### config.mk
export PLATFORM = sky130hd
export DESIGN_NAME = rpn_stack_alu_unit
export DESIGN_NICKNAME = d
export VERILOG_FILES = /design/src/rtl/rsa_pkg.sv /design/src/rtl/rpn_stack_alu_unit.sv /design/src/rtl/rsa_serial_alu.sv
export SDC_FILE = /design/constraint.sdc
export NUM_CORES = 1
export LEC_CHECK = 0
export BUFFER_PORTS_ARGS = -buffer_cell sky130_fd_sc_hd__buf_2
export CAP_MARGIN = 40
export CELL_PAD_IN_SITES_DETAIL_PLACEMENT = 1
export CELL_PAD_IN_SITES_GLOBAL_PLACEMENT = 1
export CORE_AREA = 2 2 105 208
export CTS_BUF_LIST = sky130_fd_sc_hd__clkbuf_8
export DETAILED_ROUTE_END_ITERATION = 10
export DIE_AREA = 0 0 107 210
export PLACE_DENSITY_LB_ADDON = 0.1
export SLEW_MARGIN = 20
export SYNTH_ARGS = -nofsm -noshare
export SYNTH_HDL_FRONTEND = slang
export SYNTH_HIERARCHICAL = 1
export SYNTH_SLANG_ARGS = --single-unit
### constraint.sdc
create_clock -name clk -period 3.6 [get_ports clk]
set_input_delay 0.72 -clock clk [delete_from_list [all_inputs] [get_ports clk]]
set_output_delay 0.72 -clock clk [all_outputs]
set_load 0.02 [all_outputs]
### src/rtl/rsa_pkg.sv
`default_nettype none

package rsa_pkg;

  localparam int WORD_BITS   = 16;
  localparam int STACK_DEPTH = 4;
  localparam int OUT_LEVELS  = 4;
  localparam int CNT_BITS    = $clog2(WORD_BITS);

  typedef logic [WORD_BITS-1:0] word_t;
  typedef logic [CNT_BITS-1:0]  cnt_t;

  localparam logic [2:0] REQ_OPERATE = 3'd0;
  localparam logic [2:0] REQ_PUSH    = 3'd1;
  localparam logic [2:0] REQ_SWAP    = 3'd2;
  localparam logic [2:0] REQ_INC     = 3'd3;
  localparam logic [2:0] REQ_DEC     = 3'd4;

  localparam logic [3:0] OP_ADD  = 4'd0;
  localparam logic [3:0] OP_SUB  = 4'd1;
  localparam logic [3:0] OP_MUL  = 4'd2;
  localparam logic [3:0] OP_DIV  = 4'd3;
  localparam logic [3:0] OP_LAND = 4'd4;
  localparam logic [3:0] OP_LOR  = 4'd5;
  localparam logic [3:0] OP_LNOT = 4'd6;
  localparam logic [3:0] OP_AND  = 4'd7;
  localparam logic [3:0] OP_OR   = 4'd8;
  localparam logic [3:0] OP_NOT  = 4'd9;
  localparam logic [3:0] OP_XOR  = 4'd10;
  localparam logic [3:0] OP_SHL  = 4'd11;
  localparam logic [3:0] OP_SHR  = 4'd12;

  localparam logic [1:0] BASE_BIN = 2'd0;
  localparam logic [1:0] BASE_OCT = 2'd1;
  localparam logic [1:0] BASE_DEC = 2'd2;
  localparam logic [1:0] BASE_HEX = 2'd3;

  typedef enum logic [3:0] {
    K_ADD, K_SUB, K_MUL, K_DIV, K_LAND, K_LOR, K_LNOT, K_AND,
    K_OR, K_NOT, K_XOR, K_SHL, K_SHR, K_INC, K_DEC, K_PASS
  } alu_kind_t;

  typedef enum logic [2:0] {
    WB_NONE, WB_POP, WB_TOP, WB_PUSH, WB_SWAP
  } wb_t;

  typedef enum logic {
    ST_IDLE, ST_RUN
  } state_t;

  typedef struct packed {
    logic      start;
    alu_kind_t kind;
  } alu_ctl_t;

  typedef struct packed {
    logic done;
    logic dz;
  } alu_sts_t;

  function automatic word_t digit_step(input logic [1:0] base, input logic [3:0] pos);
    logic [3:0] p;
    word_t      v;
    p = pos;
    v = word_t'(1);
    case (base)
      BASE_BIN: v = word_t'(1) << p;
      BASE_OCT: begin
        if (p > 4'd5) p = 4'd5;
        v = word_t'(1) << (3 * p);
      end
      BASE_DEC: begin
        if (p > 4'd4) p = 4'd4;
        case (p)
          4'd0:    v = word_t'(1);
          4'd1:    v = word_t'(10);
          4'd2:    v = word_t'(100);
          4'd3:    v = word_t'(1000);
          default: v = word_t'(10000);
        endcase
      end
      default: begin
        if (p > 4'd3) p = 4'd3;
        v = word_t'(1) << (4 * p);
      end
    endcase
    return v;
  endfunction

endpackage

`default_nettype wire

### src/rtl/rpn_stack_alu_unit.sv
// Channel   Handshake         Word
// in        start / busy      in_req_type, in_alu_op, in_digit_base, in_digit_position
// out       out_valid strobe  out_top_value .. out_fourth_value, out_div_by_zero
//
// The result strobe follows the accepting edge once the shared ALU has run its
// bit-serial steps, one per word bit, and the stack has been written.
// Busy drops in the strobe cycle, so the next command is taken at the edge
// that ends it; no new command is taken while one is still running.
// Synchronous reset clears the stack to zero; results cannot be stalled.
`default_nettype none

module rpn_stack_alu_unit (
  input  wire                 clk,
  input  wire                 rst_n,
  input  wire                 start,
  output logic                busy,
  input  wire  [2:0]          in_req_type,
  input  wire  [3:0]          in_alu_op,
  input  wire  [1:0]          in_digit_base,
  input  wire  [3:0]          in_digit_position,
  output logic                out_valid,
  output rsa_pkg::word_t      out_top_value,
  output rsa_pkg::word_t      out_second_value,
  output rsa_pkg::word_t      out_third_value,
  output rsa_pkg::word_t      out_fourth_value,
  output logic                out_div_by_zero
);
  import rsa_pkg::*;

  state_t    state_r, state_nxt;
  wb_t       wb_r, wb_dec;
  alu_kind_t kind_dec;
  alu_ctl_t  ctl;
  alu_sts_t  sts;
  word_t     opa, opb, result;
  word_t     stack_r [STACK_DEPTH];
  word_t     lvl [OUT_LEVELS];
  logic      out_valid_r, dz_out_r;
  logic      accept;

  assign accept = start && !busy;

  always_comb begin
    kind_dec = K_PASS;
    wb_dec   = WB_NONE;
    unique case (in_req_type)
      REQ_OPERATE: begin
        unique case (in_alu_op)
          OP_ADD:  kind_dec = K_ADD;
          OP_SUB:  kind_dec = K_SUB;
          OP_MUL:  kind_dec = K_MUL;
          OP_DIV:  kind_dec = K_DIV;
          OP_LAND: kind_dec = K_LAND;
          OP_LOR:  kind_dec = K_LOR;
          OP_LNOT: kind_dec = K_LNOT;
          OP_AND:  kind_dec = K_AND;
          OP_OR:   kind_dec = K_OR;
          OP_NOT:  kind_dec = K_NOT;
          OP_XOR:  kind_dec = K_XOR;
          OP_SHL:  kind_dec = K_SHL;
          OP_SHR:  kind_dec = K_SHR;
          default: kind_dec = K_PASS;
        endcase
        unique case (in_alu_op) inside
          OP_ADD, OP_SUB, OP_MUL, OP_DIV, OP_LAND, OP_LOR, OP_AND, OP_OR, OP_XOR:
            wb_dec = WB_POP;
          OP_LNOT, OP_NOT, OP_SHL, OP_SHR:
            wb_dec = WB_TOP;
          default:
            wb_dec = WB_NONE;
        endcase
      end
      REQ_PUSH: wb_dec = WB_PUSH;
      REQ_SWAP: wb_dec = WB_SWAP;
      REQ_INC: begin
        kind_dec = K_INC;
        wb_dec   = WB_TOP;
      end
      REQ_DEC: begin
        kind_dec = K_DEC;
        wb_dec   = WB_TOP;
      end
      default: wb_dec = WB_NONE;
    endcase
  end

  always_comb begin
    opa = stack_r[1];
    opb = stack_r[0];
    case (kind_dec) inside
      K_INC, K_DEC: begin
        opa = stack_r[0];
        opb = digit_step(in_digit_base, in_digit_position);
      end
      K_SHL:   opb = {stack_r[0][WORD_BITS-2:0], 1'b0};
      K_SHR:   opb = {1'b0, stack_r[0][WORD_BITS-1:1]};
      default: opb = stack_r[0];
    endcase
    ctl.start = accept;
    ctl.kind  = kind_dec;
  end

  rsa_serial_alu u_alu (
    .clk    (clk),
    .rst_n  (rst_n),
    .ctl    (ctl),
    .opa    (opa),
    .opb    (opb),
    .result (result),
    .sts    (sts)
  );

  always_comb begin
    state_nxt = state_r;
    unique case (state_r)
      ST_IDLE: if (accept) state_nxt = ST_RUN;
      ST_RUN:  if (sts.done) state_nxt = ST_IDLE;
      default: state_nxt = ST_IDLE;
    endcase
  end

  always_comb begin
    unique case (state_r)
      ST_IDLE: busy = 1'b0;
      ST_RUN:  busy = 1'b1;
      default: busy = 1'b1;
    endcase
  end

  always_ff @(posedge clk) begin
    if (!rst_n) begin
      state_r     <= ST_IDLE;
      out_valid_r <= 1'b0;
      dz_out_r    <= 1'b0;
      wb_r        <= WB_NONE;
      for (int i = 0; i < STACK_DEPTH; i++) stack_r[i] <= '0;
    end else begin
      state_r     <= state_nxt;
      out_valid_r <= sts.done;
      if (accept) wb_r <= wb_dec;
      if (sts.done) begin
        dz_out_r <= sts.dz;
        case (wb_r)
          WB_POP: begin
            stack_r[0] <= result;
            for (int i = 1; i < STACK_DEPTH - 1; i++) stack_r[i] <= stack_r[i+1];
            stack_r[STACK_DEPTH-1] <= '0;
          end
          WB_TOP: stack_r[0] <= result;
          WB_PUSH: begin
            for (int i = 1; i < STACK_DEPTH; i++) stack_r[i] <= stack_r[i-1];
            stack_r[0] <= '0;
          end
          WB_SWAP: begin
            stack_r[0] <= stack_r[1];
            stack_r[1] <= stack_r[0];
          end
          default: ;
        endcase
      end
    end
  end

  always_comb begin
    for (int i = 0; i < OUT_LEVELS; i++) lvl[i] = '0;
    for (int i = 0; i < STACK_DEPTH && i < OUT_LEVELS; i++) lvl[i] = stack_r[i];
  end

  assign out_valid        = out_valid_r;
  assign out_div_by_zero  = dz_out_r;
  assign out_top_value    = lvl[0];
  assign out_second_value = lvl[1];
  assign out_third_value  = lvl[2];
  assign out_fourth_value = lvl[3];

endmodule

`default_nettype wire

### src/rtl/rsa_serial_alu.sv
`default_nettype none

module rsa_serial_alu (
  input  wire                clk,
  input  wire                rst_n,
  input  rsa_pkg::alu_ctl_t  ctl,
  input  rsa_pkg::word_t     opa,
  input  rsa_pkg::word_t     opb,
  output rsa_pkg::word_t     result,
  output rsa_pkg::alu_sts_t  sts
);
  import rsa_pkg::*;

  alu_kind_t kind_r;
  logic      run_r, run_nxt;
  logic      done_r, done_nxt;
  cnt_t      cnt_r, cnt_nxt;
  word_t     a_r, a_nxt;
  word_t     b_r, b_nxt;
  word_t     acc_r, acc_nxt;
  word_t     res_r, res_nxt;
  logic      carry_r, carry_nxt;
  logic      nz_a_r, nz_a_nxt;
  logic      nz_b_r, nz_b_nxt;
  logic      dz_r;

  logic                abit, bbit, bsum, sbit, rbit;
  logic [WORD_BITS:0]  trial, diff;

  always_comb begin
    abit  = a_r[0];
    bbit  = b_r[0];
    bsum  = (kind_r == K_SUB || kind_r == K_DEC) ? ~bbit : bbit;
    sbit  = abit ^ bsum ^ carry_r;
    trial = {acc_r, a_r[WORD_BITS-1]};
    diff  = trial - {1'b0, b_r};
    case (kind_r) inside
      K_ADD, K_SUB, K_INC, K_DEC: rbit = sbit;
      K_AND:                      rbit = abit & bbit;
      K_OR:                       rbit = abit | bbit;
      K_XOR:                      rbit = abit ^ bbit;
      K_NOT:                      rbit = ~bbit;
      K_SHL, K_SHR:               rbit = bbit;
      default:                    rbit = 1'b0;
    endcase
  end

  always_comb begin
    run_nxt   = run_r;
    done_nxt  = 1'b0;
    cnt_nxt   = cnt_r;
    a_nxt     = a_r;
    b_nxt     = b_r;
    acc_nxt   = acc_r;
    res_nxt   = res_r;
    carry_nxt = carry_r;
    nz_a_nxt  = nz_a_r;
    nz_b_nxt  = nz_b_r;
    if (ctl.start) begin
      run_nxt   = 1'b1;
      cnt_nxt   = '0;
      a_nxt     = opa;
      b_nxt     = opb;
      acc_nxt   = '0;
      res_nxt   = '0;
      carry_nxt = (ctl.kind == K_SUB || ctl.kind == K_DEC);
      nz_a_nxt  = 1'b0;
      nz_b_nxt  = 1'b0;
    end else if (run_r) begin
      cnt_nxt = cnt_r + cnt_t'(1);
      if (cnt_r == cnt_t'(WORD_BITS - 1)) begin
        run_nxt  = 1'b0;
        done_nxt = 1'b1;
      end
      case (kind_r)
        K_MUL: begin
          if (bbit) acc_nxt = acc_r + a_r;
          a_nxt = {a_r[WORD_BITS-2:0], 1'b0};
          b_nxt = {1'b0, b_r[WORD_BITS-1:1]};
        end
        K_DIV: begin
          if (!diff[WORD_BITS]) begin
            acc_nxt = diff[WORD_BITS-1:0];
            a_nxt   = {a_r[WORD_BITS-2:0], 1'b1};
          end else begin
            acc_nxt = trial[WORD_BITS-1:0];
            a_nxt   = {a_r[WORD_BITS-2:0], 1'b0};
          end
        end
        default: begin
          a_nxt     = {1'b0, a_r[WORD_BITS-1:1]};
          b_nxt     = {1'b0, b_r[WORD_BITS-1:1]};
          res_nxt   = {rbit, res_r[WORD_BITS-1:1]};
          carry_nxt = (abit & bsum) | (abit & carry_r) | (bsum & carry_r);
          nz_a_nxt  = nz_a_r | abit;
          nz_b_nxt  = nz_b_r | bbit;
        end
      endcase
    end
  end

  always_ff @(posedge clk) begin
    if (!rst_n) begin
      run_r  <= 1'b0;
      done_r <= 1'b0;
      cnt_r  <= '0;
    end else begin
      run_r  <= run_nxt;
      done_r <= done_nxt;
      cnt_r  <= cnt_nxt;
    end
  end

  always_ff @(posedge clk) begin
    a_r     <= a_nxt;
    b_r     <= b_nxt;
    acc_r   <= acc_nxt;
    res_r   <= res_nxt;
    carry_r <= carry_nxt;
    nz_a_r  <= nz_a_nxt;
    nz_b_r  <= nz_b_nxt;
    if (ctl.start) begin
      kind_r <= ctl.kind;
      dz_r   <= (ctl.kind == K_DIV) && (opb == '0);
    end
  end

  always_comb begin
    case (kind_r)
      K_MUL:   result = acc_r;
      K_DIV:   result = a_r;
      K_INC:   result = carry_r ? '1 : res_r;
      K_DEC:   result = carry_r ? res_r : '0;
      K_LAND:  result = word_t'(nz_a_r & nz_b_r);
      K_LOR:   result = word_t'(nz_a_r | nz_b_r);
      K_LNOT:  result = word_t'(!nz_b_r);
      K_PASS:  result = '0;
      default: result = res_r;
    endcase
    sts.done = done_r;
    sts.dz   = dz_r;
  end

endmodule

`default_nettype wire
==> results of run 1 <==
-- sequential cells by signal, summed over array words and instances, names as in the netlist --
register / count
stack_r: 64
out_valid: 1
wb_r: 3
u_alu/kind_r: 4
u_alu/a_r: 16
u_alu/nz_a_r: 1
u_alu/res_r: 16
u_alu/run_r: 1
u_alu/done_r: 1
u_alu/carry_r: 1
u_alu/acc_r: 16
out_div_by_zero: 1
u_alu/b_r: 16
u_alu/dz_r: 1
u_alu/nz_b_r: 1
state_r: 1
u_alu/cnt_r: 4
-- placed cells by master, fill, tap and decap left out, types with 18 or more instances in the layout --
cell type  instances
inv_1             43
mux2i_1           48
and2_1            22
a22oi_1           19
nand3_1           40
edfxtp_1         102
ha_1              37
nor2_1            63
xnor2_1           18
buf_2             82
buf_4             30
a21oi_1           61
nor2b_1           18
dfxtp_1           46
o21ai_0           70
nand2_1          232
-- per-layer routing --
metal  wire [um]  vias up
met5           0        -
met4        2400        0
met3         939       88
met2       17000      202
met1       11900     4289
li1            -     4188
-- final cells by class --
class                      instances  area share
clock buffer                      17      0.0214
clock inverter                    15      0.0171
inverter                          44      0.0151
multi-input combinational        858       0.490
sequential                       148       0.364
tap                              269      0.0308
timing repair buffer             114      0.0609
-- stage by stage --
stage          instances   util
2_1_floorplan       1121      -
3_3_place_gp        1429  0.500
3_5_place_dp        1432  0.502
4_1_cts             1464  0.522
5_1_grt             1465  0.522
6_report            1465  0.522
-- power breakdown --
part           internal, uW  switching (uW)
clock                   650             763
combinational           245             465
sequential             1920            97.7
total                  2820            1330
-- worst max-delay path by stage --
| stage | start | to | slack [ns] |
|---|---|---|---|
| floorplan | u_alu/a_r[15] | u_alu/acc_r[9] | 0.94 |
| global placement | in_alu_op[2] | u_alu/dz_r | 0.33 |
| detailed placement | u_alu/a_r[15] | u_alu/acc_r[4] | 0.40 |
| CTS | u_alu/a_r[15] | u_alu/acc_r[4] | 0.39 |
| global route | u_alu/b_r[12] | u_alu/acc_r[4] | 0.13 |
| finish | u_alu/a_r[15] | u_alu/acc_r[4] | 0.39 |
-- critical path, stage by stage, from the launching register on --
cell	delay, ns
edfxtp_1	0.47
inv_1	0.13
ha_1	0.19
fa_1	0.21
nor2b_1	0.08
o31a_1	0.28
o21ai_2	0.24
a21o_4	0.20
o31a_1	0.50
nand2_1	0.27
a211oi_1	0.38
o21ai_0	0.15
-- kinds of logic (layout without fill, tap and decap cells) --
group,count (synthesis),after routing,share of synthesized area
AND/OR/NAND/NOR,446,446,0.210
AO/OA/AOI/OAI,295,295,0.206
flip-flops,148,148,0.404
buffers and inverters,115,190,0.0518
multiplexers,48,48,0.0488
adder cells (fa/ha/maj),40,40,0.0531
XOR/XNOR,29,29,0.0258
-- cell usage after synthesis (all sizes together) (18+ instances only) --
cell,instances,area share
nand2,232,0.088
edfxtp,102,0.31
o21ai,79,0.041
nor2,65,0.026
a21oi,62,0.033
mux2i,48,0.049
dfxtp,46,0.093
inv,44,0.017
nand3,41,0.022
clkbuf,40,0.015
ha,37,0.047
buf,31,0.020
and2,22,0.014
a22oi,20,0.017
a221oi,19,0.018
nor2b,18,0.011
xnor2,18,0.016
==> results.sh, run 1 <==
export IMPL_grt_first_pass_wirelength_um=50900
export IMPL_cp_required_ns=3.96
export IMPL_grt_overflow_total=0
export IMPL_cp_start_kind="flop"
export IMPL_worst_endpoint_arrival_ns=3.58
export IMPL_ys_ff_latch=148
export IMPL_rsz0062_at_grt="false"
export IMPL_hold_path_depth=2
export IMPL_post_dp_hpwl_um=25200
export IMPL_rows=75
export IMPL_slew_headroom=0.395
export IMPL_die_y_um=210
export IMPL_final_antenna_net_count=0
export IMPL_insertion_delay_ns=0.48
export IMPL_postLayoutSetupSlackWorst_ns=0.387
export IMPL_worst_hold_slack_ns=0.460
export IMPL_routed_wl_um=32300
export IMPL_start_util=0.471
export IMPL_design_area_sq_mm=0.0109
export IMPL_cts_resized=0
export IMPL_grt_start_max_net_pins=54
export IMPL_seq_area_frac_synth=0.404
export IMPL_rrSetupSlack_ns=0.39
export IMPL_drv_slew=0
export IMPL_max_cap_violations=0
export IMPL_cts_buffer_depth=2
export IMPL_cts_buffers=17
export IMPL_syn_num_nets=1177
export IMPL_drt_pass1_iter_count=5
export IMPL_io_buffers=82
export IMPL_place_area_sq_mm=0.0105
export IMPL_grt_usage=0.298
export IMPL_hp_class="flop to flop"
export IMPL_grt_met1_usage=0.317
export IMPL_syn_area_per_cell_sq_um=8.79
export IMPL_leakagePower_uw=0.00452
export IMPL_via_per_inst=5.98
export IMPL_grt_pass1_vias=9224
export IMPL_worstHoldStart="u_alu/res_r[6]"
export IMPL_r2r_end="u_alu/acc_r[4]"
export IMPL_globalRouteMet3Util=0.0424
export IMPL_async_flop_share=0
export IMPL_ys_flop_type="edfxtp_1"
export IMPL_p_total_uw=4140
export IMPL_reg2reg_from="u_alu/a_r[15]"
export IMPL_whs_endpoint="u_alu/res_r[5]"
export IMPL_ctsHoldBuffers=0
export IMPL_synthToLayoutAreaGrowth_pct=10.9
export IMPL_top_usage_layer="met2"
export IMPL_multi_input_area_sq_mm=0.00536
export IMPL_core_area_sq_mm=0.0209
export IMPL_fin_nets=1239
export IMPL_dpl_worst_slack_ns=0.401
export IMPL_synth_edf_count=102
export IMPL_die_w_um=107
export IMPL_wire_per_inst_um=22.0
export IMPL_cp_max_fo=14
export IMPL_grt_antenna_before_repair=0
export IMPL_fillers=2526
export IMPL_fin_skew_ns=0.0143
export IMPL_dieArea_sq_mm=0.0225
export IMPL_pin_count=83
export IMPL_htree_levels=4
export IMPL_syn_cell_area_sq_mm=0.00985
export IMPL_finalSetupViolations=0
export IMPL_synth_cells=1121
export IMPL_ir_drop_uv=393
export IMPL_vias=8767
export IMPL_cts_sinks=148
export IMPL_drt_iter0_markers=357
export IMPL_tritoncts="done"
export IMPL_synth_warnings=6
export IMPL_drive_gt1_frac=0.148
export IMPL_period_share=0.893
export IMPL_tns_ns=0
export IMPL_clkSlewWorstSetupHoldPaths_ns=0.10
export IMPL_drc_errors=0
export IMPL_hold_violations=0
export IMPL_diodes=0
export IMPL_post_route_min_period_ns=3.21
export IMPL_r2r_cells=11
export IMPL_place_congestion=0.885
export IMPL_post_cts_setup_buffer_count=0
export IMPL_status="completed"
export IMPL_power_density_mw_per_mm2=379
export IMPL_globalRouteMet2Util=0.536
export IMPL_clockRootBuffer="clkbuf_8"
export IMPL_endpoint_kind="flop"
export IMPL_regArea_sq_mm=0.00398
export IMPL_synth_distinct_cells=83
export IMPL_fmax_ghz=0.311
export IMPL_tightest_slew_ns=0.908
export IMPL_crit_type="flop to flop"
Note: power is estimated with default switching activity, not from simulation.
==> run 2: changes to the inputs <==
--- a/config.mk
+++ b/config.mk
@@ -5,14 +5,15 @@
 export SDC_FILE = /design/constraint.sdc
 export NUM_CORES = 1
 export LEC_CHECK = 0
+export ABC_CLOCK_PERIOD_IN_PS = 3400
 export BUFFER_PORTS_ARGS = -buffer_cell sky130_fd_sc_hd__buf_2
 export CAP_MARGIN = 40
 export CELL_PAD_IN_SITES_DETAIL_PLACEMENT = 1
 export CELL_PAD_IN_SITES_GLOBAL_PLACEMENT = 1
-export CORE_AREA = 2 2 105 208
+export CORE_AREA = 2 2 147 149
 export CTS_BUF_LIST = sky130_fd_sc_hd__clkbuf_8
 export DETAILED_ROUTE_END_ITERATION = 10
-export DIE_AREA = 0 0 107 210
+export DIE_AREA = 0 0 149 151
 export PLACE_DENSITY_LB_ADDON = 0.1
 export SLEW_MARGIN = 20
 export SYNTH_ARGS = -nofsm -noshare
==> constraint.sdc (replaced) <==
create_clock -name clk -period 3.4 [get_ports clk]
set_input_delay 0.68 -clock clk [delete_from_list [all_inputs] [get_ports clk]]
set_output_delay 0.68 -clock clk [all_outputs]
set_load 0.02 [all_outputs]
==> results.sh, run 2 (same netlist as run 1, synthesis figures left out) <==
export IMPL_status="completed"
export IMPL_cp_slowest_cell="edfxtp_1"
export IMPL_cts_buffer_depth=2
export IMPL_cp_required_ns=3.78
export IMPL_synthToLayoutAreaGrowth_pct=10.5
export IMPL_tightest_slew_ns=0.924
export IMPL_finalSetupViolations=0
export IMPL_max_cap_violations=0
export IMPL_drc_errors=0
export IMPL_fin_skew_ns=0.0167
export IMPL_clkSlewWorstSetupHoldPaths_ns=0.10
export IMPL_drt_iter0_markers=668
export IMPL_ctsHoldBuffers=0
export IMPL_rows=53
export IMPL_die_y_um=151
export IMPL_postLayoutSetupSlackWorst_ns=0.246
export IMPL_htree_levels=4
export IMPL_cp_common_cell="o31a_1"
export IMPL_cts_sinks=148
export IMPL_critical_path_startpoint="u_alu/a_r[15]"
export IMPL_leakagePower_uw=0.00449
export IMPL_place_congestion=0.840
export IMPL_slowest_delay_ns=0.43
export IMPL_worstHoldStart="u_alu/res_r[13]"
export IMPL_post_cts_setup_buffer_count=0
export IMPL_wire_per_inst_um=21.6
export IMPL_vias=8784
export IMPL_start_util=0.473
export IMPL_ir_drop_uv=279
export IMPL_endpoint_kind="flop"
export IMPL_final_antenna_net_count=0
export IMPL_fin_nets=1236
export IMPL_dpl_cell_count=1436
export IMPL_power_density_mw_per_mm2=396
export IMPL_drv_slew=0
export IMPL_cp_start_kind="flop"
export IMPL_period_share=0.928
export IMPL_fmax_ghz=0.317
export IMPL_slew_headroom=0.384
export IMPL_tns_ns=0
export IMPL_cp_max_fo=14
export IMPL_die_w_um=149
export IMPL_largest_reg_flops=64
export IMPL_post_dp_hpwl_um=23900
export IMPL_max_flop_register="stack_r"
export IMPL_hp_class="flop to flop"
export IMPL_clockRootBuffer="clkbuf_8"
export IMPL_drt_pass1_iter_count=5
export IMPL_grt_usage=0.286
export IMPL_diodes=0
export IMPL_grt_start_max_net_pins=52
export IMPL_pin_count=83
export IMPL_worst_hold_slack_ns=0.467
export IMPL_drive_gt1_frac=0.146
export IMPL_cts_resized=0
export IMPL_via_per_inst=5.98
export IMPL_p_total_uw=4310
export IMPL_crit_type="flop to flop"
export IMPL_crit_chain="inv_1 -> ha_1 -> fa_1 -> nor2b_1 -> o31a_1 -> o21ai_2 -> a21o_4 -> o31a_1 -> a221o_1 -> and3_1 -> a31oi_1"
export IMPL_reg2reg_from="u_alu/a_r[15]"
export IMPL_grt_pass1_vias=8690
export IMPL_worst_endpoint_arrival_ns=3.54
export IMPL_grt_first_pass_wirelength_um=49500
export IMPL_dpl_worst_slack_ns=0.318
export IMPL_post_route_min_period_ns=3.15
export IMPL_most_common_layout_cells="nand2_1 (232), edfxtp_1 (102), buf_2 (82)"
export IMPL_grt_overflow_total=0
export IMPL_tritoncts="done"
export IMPL_rsz0062_at_grt="false"
export IMPL_grt_antenna_before_repair=0
export IMPL_hold_violations=0
export IMPL_cts_buffers=17
export IMPL_dieArea_sq_mm=0.0225
export IMPL_io_buffers=82
export IMPL_layout_commonest_cell="nand2_1"
export IMPL_instances_no_fill=1468
export IMPL_routed_wl_um=31800
export IMPL_core_area_sq_mm=0.0208
export IMPL_insertion_delay_ns=0.48
run 2: cell count changes in the layout (fill, tap and decap cells not counted), moves of 2 or more:
cell       previous run  this run
inv_6                 5         1
buf_8                 2         0
clkinv_8              1         4
inv_8                 4         7
bufinv_16             2         0
run 2: critical path: cells and delay by family (launching register included):
family / cells / cell delay [ns]
compound gates: 6 / 1.53
fa+ha+maj: 2 / 0.65
flops: 1 / 0.43
simple gates: 2 / 0.36
buf+inv: 1 / 0.09
run 2: area by class of cell:
type	instances	area, sq um
Multi-Input combinational cell	858	5360
Inverter	44	165
Sequential cell	148	3980
Clock buffer	17	234
Tap cell	275	344
Fill cell	2533	9930
Timing Repair Buffer	111	628
Clock inverter	15	178
run 2: power breakdown:
part	internal, uW	total (uW)	switching [uW]
clock	566	1420	857
combinational	255	745	490
sequential	2040	2150	109
run 2: layer usage:
| layer | vias to the layer above | wire length, um | track usage |
|---|---|---|---|
| li1 | 4185 | - | - |
| met1 | 4339 | 14900 | 0.401 |
| met2 | 220 | 14800 | 0.460 |
| met3 | 40 | 1340 | 0.0422 |
| met4 | 0 | 768 | 0.0848 |
| met5 | - | 0 | 0 |
run 2: per-stage QoR:
stage | instance area (sq um) | utilization
2_1_floorplan | 9850 | -
3_3_place_gp | 10500 | 0.503
3_5_place_dp | 10500 | 0.503
4_1_cts | 10900 | 0.523
5_1_grt | 10900 | 0.523
6_report | 10900 | 0.523
run 2: path summary, 6_finish.rpt:
| path | endpoint | slack, ns | cells past startpoint |
|---|---|---|---|
| setup / recovery | u_alu/acc_r[14] | 0.25 | 11 |
| hold / removal | u_alu/res_r[12] | 0.47 | 2 |
| setup reg to reg | u_alu/acc_r[14] | 0.25 | 11 |
| hold reg to reg | u_alu/res_r[12] | 0.47 | 2 |
